$ cat src/jpc_pkg.sv
// ----------------------------------------------------------------------------
// jpc_pkg
// Shared types and constants for the Julia set pixel colour block.
// ----------------------------------------------------------------------------
package jpc_pkg;

    localparam int FRAC_BITS = 28;
    localparam int Z_W       = 32;
    localparam int MUL_W     = 33;
    localparam int PROD_W    = 64;
    localparam int SECTOR    = 43;

    localparam int CFG_ADDR_W = 3;
    localparam int CFG_DATA_W = 31;
    localparam int PIX_W      = 12;

    // |z|^2 escape bound, 4.0 in Q8.56
    localparam logic [PROD_W-1:0] ESC_LIMIT = 64'h0400_0000_0000_0000;

    localparam logic [CFG_ADDR_W-1:0] CFG_C_REAL      = 3'd0;
    localparam logic [CFG_ADDR_W-1:0] CFG_C_IMAG      = 3'd1;
    localparam logic [CFG_ADDR_W-1:0] CFG_REAL_STEP   = 3'd2;
    localparam logic [CFG_ADDR_W-1:0] CFG_IMAG_STEP   = 3'd3;
    localparam logic [CFG_ADDR_W-1:0] CFG_REAL_OFFSET = 3'd4;
    localparam logic [CFG_ADDR_W-1:0] CFG_IMAG_OFFSET = 3'd5;
    localparam logic [CFG_ADDR_W-1:0] CFG_HALF_WIDTH  = 3'd6;
    localparam logic [CFG_ADDR_W-1:0] CFG_HALF_HEIGHT = 3'd7;

    localparam logic signed [30:0] C_REAL_RST      = -31'sd187904819;
    localparam logic signed [30:0] C_IMAG_RST      = 31'sd72517838;
    localparam logic [28:0]        REAL_STEP_RST   = 29'd1258291;
    localparam logic [28:0]        IMAG_STEP_RST   = 29'd1118481;
    localparam logic signed [30:0] OFFSET_RST      = 31'sd0;
    localparam logic [11:0]        HALF_WIDTH_RST  = 12'd320;
    localparam logic [11:0]        HALF_HEIGHT_RST = 12'd240;

    typedef enum logic [2:0] {
        S_IDLE,
        S_MAP_RE,
        S_MAP_IM,
        S_SQ_RR,
        S_SQ_II,
        S_SQ_RI,
        S_UPD,
        S_COLOR
    } t_state;

endpackage

$ cat src/jpc_mult.sv
// ----------------------------------------------------------------------------
// jpc_mult
// Shared signed multiplier with a registered product.
// ----------------------------------------------------------------------------
module jpc_mult (
    input  logic                                i_clk,
    input  logic signed [jpc_pkg::MUL_W-1:0]    i_a,
    input  logic signed [jpc_pkg::MUL_W-1:0]    i_b,
    output logic signed [jpc_pkg::PROD_W-1:0]   o_prod
);

    logic signed [2*jpc_pkg::MUL_W-1:0] w_full;

    assign w_full = i_a * i_b;

    always_ff @(posedge i_clk) begin
        o_prod <= signed'(w_full[jpc_pkg::PROD_W-1:0]);
    end

endmodule

$ cat src/jpc_hsv2rgb.sv
// ----------------------------------------------------------------------------
// jpc_hsv2rgb
// Integer HSV to RGB, full saturation; six hue sectors 43 wide, the last 41.
// ----------------------------------------------------------------------------
module jpc_hsv2rgb (
    input  logic [7:0] i_hue,
    input  logic [7:0] i_val,
    output logic [7:0] o_red,
    output logic [7:0] o_green,
    output logic [7:0] o_blue
);

    logic [2:0]  w_region;
    logic [7:0]  w_base;
    logic [7:0]  w_rem;
    logic [15:0] w_srem;
    logic [15:0] w_sinv;
    logic [15:0] w_q16;
    logic [15:0] w_t16;
    logic [7:0]  w_q;
    logic [7:0]  w_t;

    always_comb begin
        if (i_hue >= 8'(5 * jpc_pkg::SECTOR)) begin
            w_region = 3'd5;
        end else if (i_hue >= 8'(4 * jpc_pkg::SECTOR)) begin
            w_region = 3'd4;
        end else if (i_hue >= 8'(3 * jpc_pkg::SECTOR)) begin
            w_region = 3'd3;
        end else if (i_hue >= 8'(2 * jpc_pkg::SECTOR)) begin
            w_region = 3'd2;
        end else if (i_hue >= 8'(jpc_pkg::SECTOR)) begin
            w_region = 3'd1;
        end else begin
            w_region = 3'd0;
        end
    end

    assign w_base = 8'(int'(w_region) * jpc_pkg::SECTOR);
    assign w_rem  = 8'((i_hue - w_base) * 8'd6);
    assign w_srem = 16'd255 * {8'd0, w_rem};
    assign w_sinv = 16'd255 * {8'd0, 8'd255 - w_rem};
    assign w_q16  = {8'd0, i_val} * {8'd0, 8'd255 - w_srem[15:8]};
    assign w_t16  = {8'd0, i_val} * {8'd0, 8'd255 - w_sinv[15:8]};
    assign w_q    = w_q16[15:8];
    assign w_t    = w_t16[15:8];

    // p is always zero at full saturation
    always_comb begin
        case (w_region)
            3'd0: begin
                o_red = i_val; o_green = w_t;   o_blue = 8'd0;
            end
            3'd1: begin
                o_red = w_q;   o_green = i_val; o_blue = 8'd0;
            end
            3'd2: begin
                o_red = 8'd0;  o_green = i_val; o_blue = w_t;
            end
            3'd3: begin
                o_red = 8'd0;  o_green = w_q;   o_blue = i_val;
            end
            3'd4: begin
                o_red = w_t;   o_green = 8'd0;  o_blue = i_val;
            end
            default: begin
                o_red = i_val; o_green = 8'd0;  o_blue = w_q;
            end
        endcase
    end

endmodule

$ cat src/julia_pixel_color.sv
// ----------------------------------------------------------------------------
// julia_pixel_color
// Escape-time colouring of one Julia set pixel on a shared multiplier.
// ----------------------------------------------------------------------------
//  channel   | signals                                   | direction
//  ----------+-------------------------------------------+----------
//  command   | start, i_pixel_x, i_pixel_y (busy is out)  | in
//  result    | o_valid, o_red, o_green, o_blue,          | out
//            | o_iteration_count                         |
//  config    | i_cfg_we, i_cfg_addr, i_cfg_data          | in
//
//  a transaction maps the pixel and then runs K z*z+c steps
//  (at most MAX_ITERATIONS); each step uses the one 33x33 multiplier three times
//  plus one update state. busy is high from the cycle after start until the
//  result strobe. o_valid marks the result for one cycle; the receiver cannot
//  stall it. reset is synchronous, active low, and restores the config values.
// ----------------------------------------------------------------------------
module julia_pixel_color #(
    parameter int MAX_ITERATIONS = 300,
    parameter int COORD_BITS     = 12
) (
    input  logic                                i_clk,
    input  logic                                i_rst_n,
    input  logic                                start,
    output logic                                busy,
    input  logic [jpc_pkg::PIX_W-1:0]           i_pixel_x,
    input  logic [jpc_pkg::PIX_W-1:0]           i_pixel_y,
    input  logic                                i_cfg_we,
    input  logic [jpc_pkg::CFG_ADDR_W-1:0]      i_cfg_addr,
    input  logic [jpc_pkg::CFG_DATA_W-1:0]      i_cfg_data,
    output logic                                o_valid,
    output logic [7:0]                          o_red,
    output logic [7:0]                          o_green,
    output logic [7:0]                          o_blue,
    output logic [8:0]                          o_iteration_count
);

    localparam int CNT_W = ($clog2(MAX_ITERATIONS + 1) > 9) ?
                           $clog2(MAX_ITERATIONS + 1) : 9;
    localparam logic [CNT_W-1:0] N_MAX = CNT_W'(MAX_ITERATIONS);
    localparam logic [jpc_pkg::PIX_W-1:0] PIX_MASK =
        (COORD_BITS >= jpc_pkg::PIX_W) ? '1 : jpc_pkg::PIX_W'((1 << COORD_BITS) - 1);
    localparam logic signed [jpc_pkg::PROD_W-1:0] SAT_HI = 64'sd2147483647;
    localparam logic signed [jpc_pkg::PROD_W-1:0] SAT_LO = -64'sd2147483648;

    function automatic logic signed [jpc_pkg::Z_W-1:0] sat_q(
        input logic signed [jpc_pkg::PROD_W-1:0] v
    );
        logic signed [jpc_pkg::Z_W-1:0] res;
        if (v > SAT_HI) begin
            res = 32'sh7FFF_FFFF;
        end else if (v < SAT_LO) begin
            res = 32'sh8000_0000;
        end else begin
            res = signed'(v[jpc_pkg::Z_W-1:0]);
        end
        return res;
    endfunction

    // config registers
    logic signed [30:0] r_c_real, r_c_imag, r_real_offset, r_imag_offset;
    logic [28:0]        r_real_step, r_imag_step;
    logic [11:0]        r_half_width, r_half_height;

    jpc_pkg::t_state r_state, n_state;

    logic signed [13:0]                  r_dx, r_dy;
    logic signed [jpc_pkg::Z_W-1:0]      r_zr, r_zi;
    logic signed [jpc_pkg::PROD_W-1:0]   r_rr, r_ii;
    logic [CNT_W-1:0]                    r_n;
    logic                                r_stepped;
    logic                                r_esc;

    logic signed [jpc_pkg::MUL_W-1:0]    w_a, w_b;
    logic signed [jpc_pkg::PROD_W-1:0]   w_prod;
    logic signed [30:0]                  w_map_off;
    logic signed [jpc_pkg::Z_W-1:0]      w_map_z;
    logic signed [jpc_pkg::PROD_W-1:0]   w_nr, w_ni;
    logic [jpc_pkg::PROD_W-1:0]          w_mag;
    logic                                w_escape;
    logic [CNT_W-1:0]                    w_n_inc;
    logic                                w_accept;
    logic [7:0]                          w_red, w_green, w_blue;

    always_ff @(posedge i_clk) begin
        if (!i_rst_n) begin
            r_c_real      <= jpc_pkg::C_REAL_RST;
            r_c_imag      <= jpc_pkg::C_IMAG_RST;
            r_real_step   <= jpc_pkg::REAL_STEP_RST;
            r_imag_step   <= jpc_pkg::IMAG_STEP_RST;
            r_real_offset <= jpc_pkg::OFFSET_RST;
            r_imag_offset <= jpc_pkg::OFFSET_RST;
            r_half_width  <= jpc_pkg::HALF_WIDTH_RST;
            r_half_height <= jpc_pkg::HALF_HEIGHT_RST;
        end else if (i_cfg_we) begin
            case (i_cfg_addr)
                jpc_pkg::CFG_C_REAL:      r_c_real      <= signed'(i_cfg_data);
                jpc_pkg::CFG_C_IMAG:      r_c_imag      <= signed'(i_cfg_data);
                jpc_pkg::CFG_REAL_STEP:   r_real_step   <= i_cfg_data[28:0];
                jpc_pkg::CFG_IMAG_STEP:   r_imag_step   <= i_cfg_data[28:0];
                jpc_pkg::CFG_REAL_OFFSET: r_real_offset <= signed'(i_cfg_data);
                jpc_pkg::CFG_IMAG_OFFSET: r_imag_offset <= signed'(i_cfg_data);
                jpc_pkg::CFG_HALF_WIDTH:  r_half_width  <= i_cfg_data[11:0];
                jpc_pkg::CFG_HALF_HEIGHT: r_half_height <= i_cfg_data[11:0];
                default: ;
            endcase
        end
    end

    assign busy     = (r_state != jpc_pkg::S_IDLE);
    assign w_accept = start && !busy;

    // operand select for the shared multiplier
    always_comb begin
        case (r_state)
            jpc_pkg::S_MAP_RE: begin
                w_a = signed'({4'd0, r_real_step});
                w_b = jpc_pkg::MUL_W'(r_dx);
            end
            jpc_pkg::S_MAP_IM: begin
                w_a = signed'({4'd0, r_imag_step});
                w_b = jpc_pkg::MUL_W'(r_dy);
            end
            jpc_pkg::S_SQ_RR: begin
                w_a = jpc_pkg::MUL_W'(r_zr);
                w_b = jpc_pkg::MUL_W'(r_zr);
            end
            jpc_pkg::S_SQ_II: begin
                w_a = jpc_pkg::MUL_W'(r_zi);
                w_b = jpc_pkg::MUL_W'(r_zi);
            end
            jpc_pkg::S_SQ_RI: begin
                w_a = jpc_pkg::MUL_W'(r_zr);
                w_b = jpc_pkg::MUL_W'(r_zi);
            end
            default: begin
                w_a = '0;
                w_b = '0;
            end
        endcase
    end

    jpc_mult u_mult (
        .i_clk  (i_clk),
        .i_a    (w_a),
        .i_b    (w_b),
        .o_prod (w_prod)
    );

    assign w_map_off = (r_state == jpc_pkg::S_MAP_IM) ? r_real_offset : r_imag_offset;
    assign w_map_z   = sat_q(w_prod + jpc_pkg::PROD_W'(w_map_off));
    assign w_nr      = (r_rr >>> jpc_pkg::FRAC_BITS) - (r_ii >>> jpc_pkg::FRAC_BITS)
                       + jpc_pkg::PROD_W'(r_c_real);
    assign w_ni      = (w_prod >>> (jpc_pkg::FRAC_BITS - 1)) + jpc_pkg::PROD_W'(r_c_imag);
    assign w_mag     = $unsigned(r_rr) + $unsigned(w_prod);
    assign w_escape  = (w_mag > jpc_pkg::ESC_LIMIT);
    assign w_n_inc   = r_n + 1'b1;

    always_comb begin
        n_state = r_state;
        case (r_state)
            jpc_pkg::S_IDLE: begin
                if (start) begin
                    n_state = jpc_pkg::S_MAP_RE;
                end
            end
            jpc_pkg::S_MAP_RE: n_state = jpc_pkg::S_MAP_IM;
            jpc_pkg::S_MAP_IM: n_state = jpc_pkg::S_SQ_RR;
            jpc_pkg::S_SQ_RR:  n_state = jpc_pkg::S_SQ_II;
            jpc_pkg::S_SQ_II:  n_state = jpc_pkg::S_SQ_RI;
            jpc_pkg::S_SQ_RI: begin
                if (r_stepped && (w_escape || w_n_inc == N_MAX)) begin
                    n_state = jpc_pkg::S_COLOR;
                end else begin
                    n_state = jpc_pkg::S_UPD;
                end
            end
            jpc_pkg::S_UPD:    n_state = jpc_pkg::S_SQ_RR;
            jpc_pkg::S_COLOR:  n_state = jpc_pkg::S_IDLE;
            default:           n_state = jpc_pkg::S_IDLE;
        endcase
    end

    always_ff @(posedge i_clk) begin
        if (!i_rst_n) begin
            r_state   <= jpc_pkg::S_IDLE;
            r_n       <= '0;
            r_stepped <= 1'b0;
            r_esc     <= 1'b0;
            o_valid   <= 1'b0;
        end else begin
            r_state <= n_state;
            o_valid <= (r_state == jpc_pkg::S_COLOR);
            if (w_accept) begin
                r_n       <= '0;
                r_stepped <= 1'b0;
                r_esc     <= 1'b0;
            end
            if (r_state == jpc_pkg::S_SQ_RI && r_stepped) begin
                if (w_escape) begin
                    r_esc <= 1'b1;
                end else begin
                    r_n <= w_n_inc;
                end
            end
            if (r_state == jpc_pkg::S_UPD) begin
                r_stepped <= 1'b1;
            end
        end
    end

    jpc_hsv2rgb u_hsv2rgb (
        .i_hue   (r_n[7:0]),
        .i_val   (r_esc ? 8'd255 : 8'd0),
        .o_red   (w_red),
        .o_green (w_green),
        .o_blue  (w_blue)
    );

    always_ff @(posedge i_clk) begin
        if (w_accept) begin
            r_dx <= signed'({2'b00, i_pixel_x & PIX_MASK}) - signed'({2'b00, r_half_width});
            r_dy <= signed'({2'b00, i_pixel_y & PIX_MASK}) - signed'({2'b00, r_half_height});
        end
        case (r_state)
            jpc_pkg::S_MAP_IM: r_zr <= w_map_z;
            jpc_pkg::S_SQ_RR: begin
                if (!r_stepped) begin
                    r_zi <= w_map_z;
                end
            end
            jpc_pkg::S_SQ_II:  r_rr <= w_prod;
            jpc_pkg::S_SQ_RI:  r_ii <= w_prod;
            jpc_pkg::S_UPD: begin
                r_zr <= sat_q(w_nr);
                r_zi <= sat_q(w_ni);
            end
            jpc_pkg::S_COLOR: begin
                o_red             <= w_red;
                o_green           <= w_green;
                o_blue            <= w_blue;
                o_iteration_count <= r_n[8:0];
            end
            default: ;
        endcase
    end

    a_strobe_single: assert property (@(posedge i_clk) disable iff (!i_rst_n)
        o_valid |=> !o_valid)
        else $error("result strobe longer than one cycle");

    a_accept_busy: assert property (@(posedge i_clk) disable iff (!i_rst_n)
        (start && !busy) |=> busy)
        else $error("accepted transaction did not raise busy");

    a_count_bound: assert property (@(posedge i_clk) disable iff (!i_rst_n)
        r_n <= N_MAX)
        else $error("iteration count beyond maximum");

    a_bounded_full: assert property (@(posedge i_clk) disable iff (!i_rst_n)
        (r_state == jpc_pkg::S_COLOR && !r_esc) |-> (r_n == N_MAX))
        else $error("non-escaped point without full count");

    a_result_idle: assert property (@(posedge i_clk) disable iff (!i_rst_n)
        o_valid |-> !busy)
        else $error("result shown while still busy");

endmodule
$ cat config.mk
export PLATFORM = sky130hd
export DESIGN_NAME = julia_pixel_color
export DESIGN_NICKNAME = d
export VERILOG_FILES = /design/src/jpc_pkg.sv /design/src/jpc_mult.sv /design/src/jpc_hsv2rgb.sv /design/src/julia_pixel_color.sv
export SDC_FILE = /design/constraint.sdc
export NUM_CORES = 2
export LEC_CHECK = 0
export BUFFER_PORTS_ARGS = -buffer_cell sky130_fd_sc_hd__buf_2
export CORE_AREA = 5 5 335 337
export CTS_CLUSTER_DIAMETER = 40
export DETAILED_ROUTE_END_ITERATION = 8
export DIE_AREA = 0 0 340 342
export GPL_ROUTABILITY_DRIVEN = 0
export GPL_TIMING_DRIVEN = 1
export PLACE_DENSITY = 0.87
export SLEW_MARGIN = 25
export SYNTH_ARGS = -nofsm -noshare
export SYNTH_HDL_FRONTEND = slang
export SYNTH_SLANG_ARGS = --single-unit
$ cat constraint.sdc
create_clock -name i_clk -period 20.4 [get_ports i_clk]
set_input_delay 1.02 -clock i_clk [delete_from_list [all_inputs] [get_ports i_clk]]
set_output_delay 1.02 -clock i_clk [all_outputs]
set_load 0.02 [all_outputs]
==> impl_metrics.csv <==
group,metric,value,unit
drt,dr_total_vias,65600,
die,die_x,340,um
sta,period_share,74.5,%
finish,syn_to_final_growth,5.89,%
sta,hold_viol,0,
yosys,ys_seq_area_share,16.4,%
clock_network,clk_latency,680,ps
worst_hold_path,hold_start,"r_half_width[2]",
yosys,ys.flop_type,"dfxtp_1",
pwr,leakagePower,35.8,nW
sta,rsz0062_at_grt,"no",
die,die_h,342,um
yosys,yosysWarnings,0,
sta,final.setup.tns,0,ps
run_status,status,"completed",
yosys,ys_async_sr_fraction,0,%
worst_hold_path,whs_endpoint,"r_half_width[2]",
worst_setup_path,reg2reg_depth,56,
finish,stdcell_count,9812,
yosys,synth_compound_area_share,13.1,%
die,initial_core_util,69.6,%
worst_hold_path,holdCritPathClass,"reg -> reg",
worst_setup_path,startpoint_type,"flip-flop",
die,ios,97,
yosys,synth_fp_nets,10300,
pwr,total_power,8.42,mW
drt,ant_nets,0,
sta,fin_crit,15200,ps
global_route,grt.total_usage,42.2,%
worst_setup_path,path_class,"reg -> reg",
sta,slew_viol_final,0,
yosys,netlist_instances,8423,
place,dp_slack,5630,ps
clock_network,cts_resized,0,
clock_network,cts-root-buf,"clkbuf_16",
yosys,avgSynthCellArea,8.97,um2
yosys,ys_top_cells_by_count,"nand2_1 (1382), inv_1 (1358), fa_1 (1224), ha_1 (605), nor2_1 (465)",
drt,routedWlPerCell,25.2,um
sta,tightest_slew,1130,ps
yosys,synth-xor-area-share,3.27,%
global_route,grt.met1_usage,49.0,%
yosys,synth_area_leaders,"fa_1 (32%), ha_1 (10%), edfxtp_1 (8.9%)",
global_route,grt_max_degree,106,
worst_setup_path,r2r-end,"o_red[7]",
worst_setup_path,cp-end-kind,"flip-flop",
sta,fin_skew,42.4,ps
yosys,synthSimpleGateAreaFrac,14.1,%
flow_run,max-cap-violations,0,
pwr,vdd_drop_max,0.108,mV
drt,routed_via_density,6.69,
worst_setup_path,r2r_start,"r_n[0]",
global_route,grt_use_met3,15.4,%
drt,route.detailed.drc,0,
yosys,synth_top_cell_by_area,"fa_1",
worst_setup_path,arrival,15560,ps
worst_setup_path,r2r_slack,5200,ps
yosys,synth.most_common_cell,"nand2_1",
finish,drive_gt1_share,6.23,%
yosys,yosys.area.top_type_share,32.4,%
global_route,grt_overflow,0,
die,rows,121,
yosys,synth_top_family_by_area,"adder cells",
clock_network,hold_buffers,0,
drt,drt_iter0_drc,8453,
place,dp_hpwl,185,mm
worst_setup_path,max_stage_delay,720,ps
worst_setup_path,cp_max_fo,10,
pwr,p_per_area,105,mW/mm2
clock_network,cts.clk_slew.worst_paths,60,ps
die,dieArea,0.116,mm2
clock_network,clk_path_buf_depth,3,
yosys,synthDistinctLibCells,99,
sta,max_freq,65.8,MHz
worst_setup_path,crit_start,"r_n[0]",
yosys,netlist_area,0.0756,mm2
clock_network,cts_tree,"yes",
global_route,use_met2,63.0,%
place,port_buffers,96,
sta,relSlewSlack,24.4,%
yosys,synth_enable_flop_cells,223,
clock_network,post_cts_buffers,0,
clock_network,cts_buffers,74,
place,dp_cells,9647,
clock_network,h-tree-depth,3,
drt,finalWirelength,247,mm
global_route,grt.busiest_layer,"met2",
yosys,synthAdderAreaFrac,42.4,%
global_route,antenna_found_initial,19,
sta,final-setup-viol-count,0,
clock_network,cts_sinks,508,
finish,final_nets,10200,
worst_setup_path,worstPathRequired,20750,ps
yosys,synth_mux_area_share,1.67,%
sta,fin_ws,5200,ps
worst_hold_path,min_delay_path_depth,2,
global_route,grt_pass1_wl,380,mm
worst_setup_path,crit_slowest_cell,"fa_1",
die,core,0.109,mm2
drt,first_pass_iters,9,
yosys,ys_ff_latch,508,
global_route,grt_pass1_vias,68300,
-- worst max-delay path by stage --
| stage | end | slack (ps) | cells after the start |
|---|---|---|---|
| detailed placement | o_red[7] | 5630 | 56 |
| finish | o_red[7] | 5200 | 56 |
| global placement | o_green[7] | 6400 | 53 |
| floorplan | o_green[7] | 7420 | 56 |
| global route | o_red[7] | 4450 | 56 |
| CTS | o_red[7] | 5470 | 56 |
-- layer usage --
metal | vias up | part of all wire, %
met5 | - | 0.080
met4 | 16 | 11
met3 | 1773 | 15
met2 | 5386 | 43
met1 | 31400 | 32
li1 | 27100 | -
-- metrics by stage --
step	utilization, %	hold WS [ps]	cell area, um2
3_5_place_dp	71.3	451	77400
3_3_place_gp	71.3	444	77400
2_1_floorplan	-	406	75600
6_report	73.7	460	80000
5_1_grt	73.7	483	80000
4_1_cts	73.7	461	80000
-- placed cells by master (no fill, tap or decap), drive strengths merged, types with 46 or more instances in the layout --
cell / instances
a21boi: 146
a21o: 195
a21oi: 406
and2: 99
buf: 216
clkbuf: 93
dfxtp: 285
edfxtp: 223
fa: 1224
ha: 605
inv: 1378
mux2: 67
mux2i: 51
nand2: 1382
nand2b: 52
nand3: 106
nand4: 52
nor2: 465
nor2b: 50
nor3: 83
o21a: 58
o21ai: 176
o21bai: 46
xnor2: 183
xor2: 94
-- registers in the layout, summed over array words and instances, names as in the netlist, 9 cells and up --
register / flops
r_zr: 32
r_real_offset: 31
r_ii: 36
o_iteration_count: 9
r_imag_offset: 31
r_dx: 13
r_zi: 32
r_n: 9
r_half_width: 12
r_imag_step: 29
u_mult.o_prod: 64
r_dy: 13
r_c_real: 31
r_c_imag: 31
r_rr: 64
r_half_height: 12
r_real_step: 29
-- power by group --
part	leakage (nW)	switching [mW]	total, mW	internal (mW)
sequential	4.34	0.281	1.53	1.25
combinational	30.2	3.59	5.58	1.99
clock	1.21	0.565	1.30	0.740
total	35.8	4.44	8.42	3.98
-- final cells by class --
type / count / area (um2)
Clock inverter: 46 / 517
Clock buffer: 92 / 2000
Multi-Input combinational cell: 6150 / 56800
Timing Repair Buffer: 217 / 1390
Antenna cell: 25 / 62.6
Fill cell: 7179 / 28500
Inverter: 1360 / 5100
Sequential cell: 508 / 12400
Tap cell: 1414 / 1770
-- critical path, delay by kind of cell (launching register included) --
family	cells	cell delay (ps)
xor gates and xnor gates	4	1080
and+or+nand+nor	10	2350
buffers and inverters	7	850
AOI/OAI and AO/OA	21	4000
adders and majority gates	14	6140
DFF	1	530
-- cells by family after synthesis --
logic type               count (synthesis)
AND/OR/NAND/NOR                       2458
buffers and inverters                 1765
XOR/XNOR                               279
flip-flops                             508
adder cells (fa/ha/maj)               1829
multiplexers                           118
AO/OA/AOI/OAI                         1466
Note: power is estimated with default switching activity, not from simulation.
